**config.mk**
```make
export PLATFORM = sky130hd
export DESIGN_NAME = two_row_box_average_flat
export DESIGN_NICKNAME = d
export VERILOG_FILES = /design/src/trba_pkg.sv /design/src/trba_ifs.sv /design/src/two_row_box_average.sv /design/src/trba_col_hold.sv /design/src/trba_avg_core.sv /design/src/trba_out_reg.sv /design/src/flat_wrapper.sv
export SDC_FILE = /design/constraint.sdc
export NUM_CORES = 1
export LEC_CHECK = 0
export ABC_AREA = 1
export ABC_CLOCK_PERIOD_IN_PS = 12150
export BUFFER_PORTS_ARGS = -buffer_cell sky130_fd_sc_hd__buf_2
export CORE_MARGIN = 4
export CORE_UTILIZATION = 45
export DETAILED_ROUTE_END_ITERATION = 6
export PLACE_DENSITY = 0.65
export SKIP_CTS_REPAIR_TIMING = 1
export SLEW_MARGIN = 15
export SYNTH_ARGS = -nofsm -noshare
export SYNTH_HDL_FRONTEND = slang
export SYNTH_HIERARCHICAL = 1
export SYNTH_SLANG_ARGS = --single-unit
```
**constraint.sdc**
```tcl
create_clock -name clk -period 12.15 [get_ports clk]
set_input_delay 1.215 -clock clk [delete_from_list [all_inputs] [get_ports clk]]
set_output_delay 1.215 -clock clk [all_outputs]
set_load 0.01 [all_outputs]
```
**src/trba_pkg.sv**
```systemverilog
`timescale 1ns / 1ps
// ----------------------------------------------------------------------------
// trba_pkg
// shared types and constants for the two-row box average block
// ----------------------------------------------------------------------------
package trba_pkg;

    localparam int ELEV_W    = 32;
    localparam int SUM_W     = ELEV_W + 2;
    localparam int FRAC_BITS = 8;
    localparam int CFG_IDX_W = 1;
    localparam int CFG_DAT_W = 1;

    typedef enum logic [CFG_IDX_W-1:0] {
        CFG_AVERAGE_ENABLE = 1'b0,
        CFG_NULL_AS_ZERO   = 1'b1
    } cfg_idx_t;

    typedef struct packed {
        logic average_enable;
        logic null_as_zero;
    } cfg_t;

    // one column of the two rows as held for the compute step
    typedef struct packed {
        logic                     valid;
        logic signed [ELEV_W-1:0] upper_elev;
        logic signed [ELEV_W-1:0] lower_elev;
        logic                     upper_null;
        logic                     lower_null;
        logic                     row_start;
        logic                     row_end;
        logic signed [ELEV_W-1:0] prev_upper;
        logic signed [ELEV_W-1:0] prev_lower;
        logic                     prev_upper_null;
        logic                     prev_lower_null;
        logic                     have_prev;
    } work_t;

    typedef struct packed {
        logic signed [ELEV_W-1:0] out_elev;
        logic                     out_null;
        logic                     out_last;
    } result_t;

endpackage

```
**src/trba_ifs.sv**
```systemverilog
`timescale 1ns / 1ps
// ----------------------------------------------------------------------------
// trba channel interfaces
// valid/ready channels for column samples and filtered results
// ----------------------------------------------------------------------------
interface trba_samples_if;
    logic               valid;
    logic               ready;
    logic signed [31:0] upper_elev;
    logic signed [31:0] lower_elev;
    logic               upper_null;
    logic               lower_null;
    logic               row_start;
    logic               row_end;

    modport source (
        output valid, upper_elev, lower_elev, upper_null, lower_null, row_start, row_end,
        input  ready
    );
    modport sink (
        input  valid, upper_elev, lower_elev, upper_null, lower_null, row_start, row_end,
        output ready
    );
endinterface

interface trba_results_if;
    logic               valid;
    logic               ready;
    logic signed [31:0] out_elev;
    logic               out_null;
    logic               out_last;

    modport source (
        output valid, out_elev, out_null, out_last,
        input  ready
    );
    modport sink (
        input  valid, out_elev, out_null, out_last,
        output ready
    );
endinterface

```
**src/two_row_box_average.sv**
```systemverilog
`timescale 1ns / 1ps
// ----------------------------------------------------------------------------
// two_row_box_average
// 2x2 box filter over two raster rows streamed column by column
// ----------------------------------------------------------------------------
// Takes one column (upper and lower sample with null flags) per cycle while
// results are taken and, from the second column of a row on, gives one
// result per column: the floor mean of the 2x2 neighbourhood, or the previous
// upper sample in pass mode. A result passes through the input register, then
// the result register. A stalled result register holds the input side back
// only when the column in the input register produces a result. Configuration
// is written through the wr_en / wr_idx / wr_data port; the user must do so
// only while no item is in flight, as the block itself does not enforce it.
// ----------------------------------------------------------------------------
module two_row_box_average (
    input  logic                           clk,
    input  logic                           rst_n,
    input  logic                           wr_en,
    input  logic [trba_pkg::CFG_IDX_W-1:0] wr_idx,
    input  logic [trba_pkg::CFG_DAT_W-1:0] wr_data,
    trba_samples_if.sink                   samples,
    trba_results_if.source                 results
);
    import trba_pkg::*;

    cfg_t    cfg_reg;
    work_t   work;
    result_t result;
    logic    emit;
    logic    can_take;
    logic    advance;

    always_ff @(posedge clk or negedge rst_n)
    begin
        if (!rst_n)
        begin
            cfg_reg.average_enable <= 1'b1;
            cfg_reg.null_as_zero   <= 1'b0;
        end
        else if (wr_en)
        begin
            case (cfg_idx_t'(wr_idx))
                CFG_AVERAGE_ENABLE: cfg_reg.average_enable <= wr_data[0];
                CFG_NULL_AS_ZERO:   cfg_reg.null_as_zero   <= wr_data[0];
                default:            cfg_reg                <= cfg_reg;
            endcase
        end
    end

    // column retires when it yields nothing or the result register is free
    assign advance = work.valid && (!emit || can_take);

    trba_col_hold u_col_hold (
        .clk     (clk),
        .rst_n   (rst_n),
        .samples (samples),
        .advance (advance),
        .work    (work)
    );

    trba_avg_core u_avg_core (
        .work   (work),
        .cfg    (cfg_reg),
        .emit   (emit),
        .result (result)
    );

    trba_out_reg u_out_reg (
        .clk      (clk),
        .rst_n    (rst_n),
        .load     (emit && advance),
        .result   (result),
        .can_take (can_take),
        .results  (results)
    );

endmodule

```
**src/trba_col_hold.sv**
```systemverilog
`timescale 1ns / 1ps
// ----------------------------------------------------------------------------
// trba_col_hold
// input register for the current column and storage of the previous column
// ----------------------------------------------------------------------------
module trba_col_hold (
    input  logic                clk,
    input  logic                rst_n,
    trba_samples_if.sink        samples,
    input  logic                advance,
    output trba_pkg::work_t     work
);
    import trba_pkg::*;

    logic                     valid_reg;
    logic signed [ELEV_W-1:0] upper_reg;
    logic signed [ELEV_W-1:0] lower_reg;
    logic                     upper_null_reg;
    logic                     lower_null_reg;
    logic                     row_start_reg;
    logic                     row_end_reg;
    logic signed [ELEV_W-1:0] prev_upper_reg;
    logic signed [ELEV_W-1:0] prev_lower_reg;
    logic                     prev_upper_null_reg;
    logic                     prev_lower_null_reg;
    logic                     have_prev_reg;
    logic                     load;

    assign samples.ready = !valid_reg || advance;
    assign load          = samples.valid && samples.ready;

    always_ff @(posedge clk or negedge rst_n)
    begin
        if (!rst_n)
        begin
            valid_reg     <= 1'b0;
            have_prev_reg <= 1'b0;
        end
        else
        begin
            if (load)
            begin
                valid_reg <= 1'b1;
            end
            else if (advance)
            begin
                valid_reg <= 1'b0;
            end
            // a row end closes the row for the next item
            if (advance)
            begin
                have_prev_reg <= !row_end_reg;
            end
        end
    end

    always_ff @(posedge clk)
    begin
        if (load)
        begin
            upper_reg      <= samples.upper_elev;
            lower_reg      <= samples.lower_elev;
            upper_null_reg <= samples.upper_null;
            lower_null_reg <= samples.lower_null;
            row_start_reg  <= samples.row_start;
            row_end_reg    <= samples.row_end;
        end
        if (advance)
        begin
            prev_upper_reg      <= upper_reg;
            prev_lower_reg      <= lower_reg;
            prev_upper_null_reg <= upper_null_reg;
            prev_lower_null_reg <= lower_null_reg;
        end
    end

    assign work.valid           = valid_reg;
    assign work.upper_elev      = upper_reg;
    assign work.lower_elev      = lower_reg;
    assign work.upper_null      = upper_null_reg;
    assign work.lower_null      = lower_null_reg;
    assign work.row_start       = row_start_reg;
    assign work.row_end         = row_end_reg;
    assign work.prev_upper      = prev_upper_reg;
    assign work.prev_lower      = prev_lower_reg;
    assign work.prev_upper_null = prev_upper_null_reg;
    assign work.prev_lower_null = prev_lower_null_reg;
    assign work.have_prev       = have_prev_reg;

endmodule

```
**src/trba_avg_core.sv**
```systemverilog
`timescale 1ns / 1ps
// ----------------------------------------------------------------------------
// trba_avg_core
// 2x2 mean or upper pass-through with null handling for one column pair
// ----------------------------------------------------------------------------
module trba_avg_core (
    input  trba_pkg::work_t   work,
    input  trba_pkg::cfg_t    cfg,
    output logic              emit,
    output trba_pkg::result_t result
);
    import trba_pkg::*;

    logic signed [SUM_W-1:0]  t1;
    logic signed [SUM_W-1:0]  t2;
    logic signed [SUM_W-1:0]  t3;
    logic signed [SUM_W-1:0]  t4;
    logic signed [SUM_W-1:0]  sum;
    logic signed [SUM_W-1:0]  quarter;
    logic                     any_null;
    logic                     is_null;
    logic signed [ELEV_W-1:0] val;

    assign emit = work.valid && !work.row_start && work.have_prev;

    // null samples count as zero in the sum
    assign t1 = work.prev_upper_null ? '0 : SUM_W'(work.prev_upper);
    assign t2 = work.prev_lower_null ? '0 : SUM_W'(work.prev_lower);
    assign t3 = work.upper_null      ? '0 : SUM_W'(work.upper_elev);
    assign t4 = work.lower_null      ? '0 : SUM_W'(work.lower_elev);

    assign sum     = t1 + t2 + t3 + t4;
    assign quarter = sum >>> 2;

    assign any_null = work.prev_upper_null || work.prev_lower_null
                   || work.upper_null || work.lower_null;

    always_comb
    begin
        if (cfg.average_enable)
        begin
            is_null = any_null && !cfg.null_as_zero;
            val     = quarter[ELEV_W-1:0];
        end
        else
        begin
            is_null = work.prev_upper_null && !cfg.null_as_zero;
            val     = work.prev_upper_null ? '0 : work.prev_upper;
        end
    end

    assign result.out_elev = is_null ? '0 : val;
    assign result.out_null = is_null;
    assign result.out_last = work.row_end;

endmodule

```
**src/trba_out_reg.sv**
```systemverilog
`timescale 1ns / 1ps
// ----------------------------------------------------------------------------
// trba_out_reg
// result register driving the output channel
// ----------------------------------------------------------------------------
module trba_out_reg (
    input  logic              clk,
    input  logic              rst_n,
    input  logic              load,
    input  trba_pkg::result_t result,
    output logic              can_take,
    trba_results_if.source    results
);
    import trba_pkg::*;

    logic    valid_reg;
    result_t data_reg;

    assign can_take = !valid_reg || results.ready;

    always_ff @(posedge clk or negedge rst_n)
    begin
        if (!rst_n)
        begin
            valid_reg <= 1'b0;
        end
        else if (can_take)
        begin
            valid_reg <= load;
        end
    end

    always_ff @(posedge clk)
    begin
        if (load && can_take)
        begin
            data_reg <= result;
        end
    end

    assign results.valid    = valid_reg;
    assign results.out_elev = data_reg.out_elev;
    assign results.out_null = data_reg.out_null;
    assign results.out_last = data_reg.out_last;

endmodule

```
**src/flat_wrapper.sv**
```systemverilog
// flat-port wrapper written by rule: the top's interface ports become plain ports
module two_row_box_average_flat import trba_pkg::*;
  (clk, rst_n, wr_en, wr_idx, wr_data, samples_valid, samples_upper_elev, samples_lower_elev, samples_upper_null, samples_lower_null, samples_row_start, samples_row_end, samples_ready, results_valid, results_out_elev, results_out_null, results_out_last, results_ready);
  trba_samples_if samples_i ();
  trba_results_if results_i ();
  input  logic clk;
  input  logic rst_n;
  input  logic wr_en;
  input  logic [trba_pkg::CFG_IDX_W-1:0] wr_idx;
  input  logic [trba_pkg::CFG_DAT_W-1:0] wr_data;
  input wire logic [$bits(samples_i.valid)-1:0] samples_valid;
  input wire logic [$bits(samples_i.upper_elev)-1:0] samples_upper_elev;
  input wire logic [$bits(samples_i.lower_elev)-1:0] samples_lower_elev;
  input wire logic [$bits(samples_i.upper_null)-1:0] samples_upper_null;
  input wire logic [$bits(samples_i.lower_null)-1:0] samples_lower_null;
  input wire logic [$bits(samples_i.row_start)-1:0] samples_row_start;
  input wire logic [$bits(samples_i.row_end)-1:0] samples_row_end;
  output wire logic [$bits(samples_i.ready)-1:0] samples_ready;
  output wire logic [$bits(results_i.valid)-1:0] results_valid;
  output wire logic [$bits(results_i.out_elev)-1:0] results_out_elev;
  output wire logic [$bits(results_i.out_null)-1:0] results_out_null;
  output wire logic [$bits(results_i.out_last)-1:0] results_out_last;
  input wire logic [$bits(results_i.ready)-1:0] results_ready;
  assign samples_i.valid = samples_valid;
  assign samples_i.upper_elev = samples_upper_elev;
  assign samples_i.lower_elev = samples_lower_elev;
  assign samples_i.upper_null = samples_upper_null;
  assign samples_i.lower_null = samples_lower_null;
  assign samples_i.row_start = samples_row_start;
  assign samples_i.row_end = samples_row_end;
  assign samples_ready = samples_i.ready;
  assign results_valid = results_i.valid;
  assign results_out_elev = results_i.out_elev;
  assign results_out_null = results_i.out_null;
  assign results_out_last = results_i.out_last;
  assign results_i.ready = results_ready;
  two_row_box_average u_core (.clk(clk), .rst_n(rst_n), .wr_en(wr_en), .wr_idx(wr_idx), .wr_data(wr_data), .samples(samples_i), .results(results_i));
endmodule
```
== Word-level counts from Yosys, hierarchy flattened ==
Index checks and enable logic that the tools add are counted.
W data, S select, Z words.

* Output and inout bits: 36
* Register bits: 173
* Word-level logic and storage cells: 54
* Input port bits: 75

* Bitwise logic cells: 1
* Reductions and logical operators: 23
* Add/subtract/negate cells: 3
* Multiplexer cells: 9

{| class="wikitable"
|+ Operator list
! kind !! count
|-
| $mux W34 || 4
|-
| $add A34 B34 Y34 || 3
|-
| $mux W32 || 2
|-
| $logic_and A1 B1 Y1 || 8
|-
| $logic_not A1 Y1 || 6
|-
| $logic_or A1 B1 Y1 || 6
|-
| $reduce_and A2 Y1 || 2
|-
| $mux W1 || 3
|-
| $reduce_bool A2 Y1 || 1
|-
| $not A1 Y1 || 1
|}

== Depth between registers and ports, before layout ==
* Depth after elaboration: 9
* Mapped depth: 22
* Gate-level depth less buffers: 21

== Hierarchy ==
The synthesis kept the hierarchy.

{| class="wikitable"
|+ Modules (own cells, without submodules)
! module !! cells each !! area an instance (µm²) !! sequential area each (µm²) !! times used
|-
| trba_avg_core || 1016 || 5489.0 || 0.0 || 1
|-
| trba_col_hold || 153 || 4175.3 || 4073.9 || 1
|-
| trba_out_reg || 40 || 1066.0 || 1046.0 || 1
|-
| two_row_box_average || 15 || 107.6 || 51.3 || 1
|}

== Worst setup path before layout ==
Ideal clock, no wire load.

* Kind: input port to flip-flop
* Start point: input results_ready
* End point: register u_core.u_col_hold.lower_null_reg, enable pin
* Data required time: 11.701 ns
* Setup time: 0.449 ns
* Arrival time: 8.724 ns
* Cell stages on the path: 6
* Path buffers: 0
* Path slack: 2.976 ns
* Path through: inv_1 nand2_1 inv_1 a21boi_0 inv_2 a21oi_2

* Word-level cells in the longest chain between the ends: 5

{| class="wikitable"
|+ Ends and longest elaborated chain
! element !! RTL line !! RTL
|-
| start, declared || flat_wrapper.sv:23 || <nowiki>input wire logic [$bits(results_i.ready)-1:0] results_ready;</nowiki>
|-
| $logic_or A1 B1 Y1 || trba_out_reg.sv:19 || <nowiki>assign can_take = !valid_reg || results.ready;</nowiki>
|-
| named net u_core.can_take || two_row_box_average.sv:30 || <nowiki>logic can_take;</nowiki>
|-
| $logic_or A1 B1 Y1 || two_row_box_average.sv:51 || <nowiki>assign advance = work.valid && (!emit || can_take);</nowiki>
|-
| $logic_and A1 B1 Y1 || two_row_box_average.sv:51 ||
|-
| named net u_core.advance || two_row_box_average.sv:31 || <nowiki>logic advance;</nowiki>
|-
| $logic_or A1 B1 Y1 || trba_col_hold.sv:29 || <nowiki>assign samples.ready = !valid_reg || advance;</nowiki>
|-
| $logic_and A1 B1 Y1 || trba_col_hold.sv:30 || <nowiki>assign load = samples.valid && samples.ready;</nowiki>
|-
| named net u_core.u_col_hold.load || trba_col_hold.sv:27 || <nowiki>logic load;</nowiki>
|-
| end signal, assigned || trba_col_hold.sv:64 || <nowiki>lower_null_reg <= samples.lower_null;</nowiki>
|-
| end, declared || trba_col_hold.sv:19 || <nowiki>logic lower_null_reg;</nowiki>
|}

The timed path passes the listed nets, and every way through them passes these cells.
A chain may end at the register's enable or synchronous reset.

== Worst setup path after layout ==
* Start point: register u_core.u_col_hold.prev_upper_null_reg
* End point: register u_core.u_out_reg.data_reg, in the netlist u_core/u_out_reg/results.out_elev[15], data pin

* Word-level cells in the longest chain between the ends: 5
* Elaborated cells between the ends (all ways): 12
* Those cells by class: 3 x add/sub; 4 x mux; 5 x reduce/logical

{| class="wikitable"
|+ Ends and longest elaborated chain
! element !! RTL line !! RTL
|-
| start, declared || trba_col_hold.sv:24 || <nowiki>logic prev_upper_null_reg;</nowiki>
|-
| start signal, assigned || trba_col_hold.sv:72 || <nowiki>prev_upper_null_reg <= upper_null_reg;</nowiki>
|-
| $mux W34 or $logic_or A1 B1 Y1 (tied branches) || trba_avg_core.sv:27, trba_avg_core.sv:35 ||
|-
| $add A34 B34 Y34 or $logic_or A1 B1 Y1 (tied branches) (2 in series) || trba_avg_core.sv:32, trba_avg_core.sv:36 ||
|-
| $add A34 B34 Y34 or $logic_and A1 B1 Y1 (tied branches) || trba_avg_core.sv:32, trba_avg_core.sv:42 ||
|-
| $mux W32 or $mux W1 (tied branches) || trba_avg_core.sv:40 || <nowiki>if (cfg.average_enable)</nowiki>
|-
| end signal, assigned || trba_out_reg.sv:37 || <nowiki>data_reg <= result;</nowiki>
|-
| end, declared || trba_out_reg.sv:17 || <nowiki>result_t data_reg;</nowiki>
|}

Several ways; a longest one is shown, not always the timed one.

==> out/metrics.yaml <==
status: "finished, final reports clean"
cp.required_ns: 12.33
dpl_cell_area_mm2: 0.0117
clock_latency_ns: 0.43
start_util_pct: 45.9
clock_sinks: 173
dp_cells: 1629
cts_tree: "done"
diodes: 0
routedWlPerCell_um: 14.6
crit_path_start: "u_core/u_col_hold/prev_upper_null_reg"
ys_warn_count: 6
arrival_ns: 4.39
die_width_um: 163
finalSetupViolCount: 0
grt_overflow_total: 0
worstHoldEndpoint: "u_core/u_col_hold/prev_lower_reg[8]"
hold_violations: 0
yosysTopAreaCellShare_pct: 46.5
vias: 7698
first_pass_iters: 5
hold_class: "flip-flop to flip-flop"
h-tree-depth: 4
yosysMostFrequentCell: "inv_1"
layout-drive-gt1-share_pct: 12.9
synth_top_area_cell: "edfxtp_1"
synth_edf_count: 168
std_cell_rows: 56
path_class: "flip-flop to flip-flop"
synth_area_leaders: "edfxtp_1 (47%), fa_1 (12%), inv_1 (12%)"
synth_cell_type_count: 33
ir_worst_vdd_mv: 0.0714
worst_setup_path_start_kind: "flip-flop"
grt_max_degree: 69
fin_cells: 1661
hp-start: "u_core/u_col_hold/lower_reg[8]"
finalSetupTns_ns: 0
dp_hpwl_mm: 17.6
root_buffer: "clkbuf_16"
antenna_found_initial: 0
timing.fmax_mhz: 238
synth-seq-cells: 173
hold_depth: 0
synth_area_mm2: 0.0108
viasPerCell: 4.63
rr_worst_depth: 17
skew_ns: 0.0102
holdWs_ns: 0.452
area_delta_synth_final_pct: 13.3
grtUsageTotal_pct: 19.1
nFillCells: 2234
crit_path_max_fanout: 32
core_mm2: 0.0236
ys.flop_type: "edfxtp_1"
r2r-end: "u_core/u_out_reg/results.out_elev[15]"
tightestPinTransition_ns: 1.03
path_clk_slew_ns: 0.07
fin_area_mm2: 0.0123
dr.first_iter.drc_count: 506
synth_nets: 1395
cts_buffer_depth: 2
fin_crit_ns: 4.20
cap_violations: 0
yosysSeqAreaShare_pct: 47.7
grt_pass1_wl_mm: 39.6
totalWireLength_mm: 24.3
synth_common_cells: "inv_1 (343), nand2_1 (228), nor2_1 (172)"
synthCells: 1224
drc: 0
io_pins: 111
drtAntennaViolNets: 0
avgSynthCellArea_um2: 8.85
r2r-start: "u_core/u_col_hold/prev_upper_null_reg"
period_share_pct: 34.6
endpoint_kind: "flip-flop"
p_total_mw: 1.93
place.gp.congestion: 0.885
rsz0062_at_grt: "no"
nets: 1500
p_per_area_mw_per_mm2: 157
worst-r2r-setup-slack_ns: 7.95
portBuffers: 110
die_area_mm2: 0.0266
report.final.slew_viol_count: 0
synth_async_sr_flop_share_pct: 2.89
p_leak_nw: 6.22
first_global_vias: 7851
die_h_um: 163
slew_headroom_pct: 31.1
numCtsBuffers: 17
-- worst max-delay path, stage by stage (launching register included) --
cell      delay [ns]
edfxtp_1        0.32
buf_4           0.38
nor2_1          0.19
fa_1            0.59
inv_1           0.06
fa_1            0.53
nor2_1          0.06
and2_4          0.18
fa_1            0.45
nand3_1         0.12
nand2_1         0.10
nand2_1         0.08
nand2_1         0.12
nand2_1         0.09
nand2_1         0.18
xor2_1          0.21
o21ai_0         0.22
inv_1           0.06
-- kinds of logic (layout without fill, tap and decap cells) --
| group | Yosys count | after routing | synth area share [%] |
|---|---|---|---|
| AO/OA/AOI/OAI | 81 | 81 | 4.19 |
| AND/OR/NAND/NOR | 488 | 488 | 18.3 |
| buffers and inverters | 376 | 494 | 13.4 |
| adder cells (fa/ha/maj) | 96 | 96 | 15.6 |
| XOR/XNOR | 10 | 10 | 0.808 |
| flip-flops | 173 | 173 | 47.7 |
-- power breakdown --
part / switching (mW) / total (mW) / internal (mW) / leakage (nW)
sequential: 0.0155 / 0.728 / 0.712 / 1.68
clock: 0.247 / 0.534 / 0.287 / 0.275
combinational: 0.447 / 0.670 / 0.224 / 4.26
-- through the flow --
stage	setup slack, ns	util, %
6_report	7.95	52.0
3_3_place_gp	7.84	49.6
4_1_cts	7.94	52.0
2_1_floorplan	2.98	-
3_5_place_dp	7.74	49.6
5_1_grt	7.70	52.0
-- placed cells by master (no fill, tap or decap), types with 3 or more instances in the layout --
master | Yosys | final
xor2_1 | 6 | 6
edfxtp_1 | 168 | 168
clkinv_2 | 0 | 3
a21oi_1 | 36 | 35
o21ai_0 | 25 | 25
inv_1 | 343 | 343
fa_1 | 65 | 65
buf_2 | 5 | 110
nor3_1 | 8 | 8
nand2_2 | 9 | 9
nand3_1 | 58 | 58
nand4_1 | 4 | 4
o211ai_1 | 7 | 7
buf_4 | 10 | 8
ha_1 | 31 | 31
o21bai_1 | 4 | 4
dfrtp_1 | 4 | 4
clkbuf_16 | 0 | 17
nor2_1 | 172 | 172
xnor2_1 | 4 | 4
inv_6 | 0 | 4
nand2_1 | 228 | 228
nor2_2 | 3 | 3
-- routing by layer --
layer	global-route usage (%)	share of wire [%]	vias to the layer above	routed length [µm]
met5	0	0	-	0
met4	5.15	1.7	0	419
met3	3.33	4.6	25	1110
met2	31.3	47	197	11400
met1	26.5	47	3567	11300
li1	-	-	3909	-
-- how the worst max path moves through the flow --
stage	cells after the start	to	slack, ns
after floorplan	6	u_core/u_col_hold/lower_null_reg	2.98
after global placement	9	u_core/u_col_hold/upper_reg[29]	7.84
after detailed placement	9	u_core/u_col_hold/upper_reg[29]	7.74
after CTS	17	u_core/u_out_reg/results.out_elev[15]	7.94
after global routing	20	u_core/u_out_reg/results.out_elev[21]	7.70
final	17	u_core/u_out_reg/results.out_elev[15]	7.95
-- final cells by class --
class,instances,area [µm²],area share (%)
clock buffers,18,429,3.50
clock inverters,14,135,1.10
inverters,344,1290,10.5
multi-input cells,675,4240,34.5
flip-flops and latches,173,5170,42.1
well taps,319,399,3.25
repair buffers,118,611,4.97
Power figures use the tool's default switching activity.
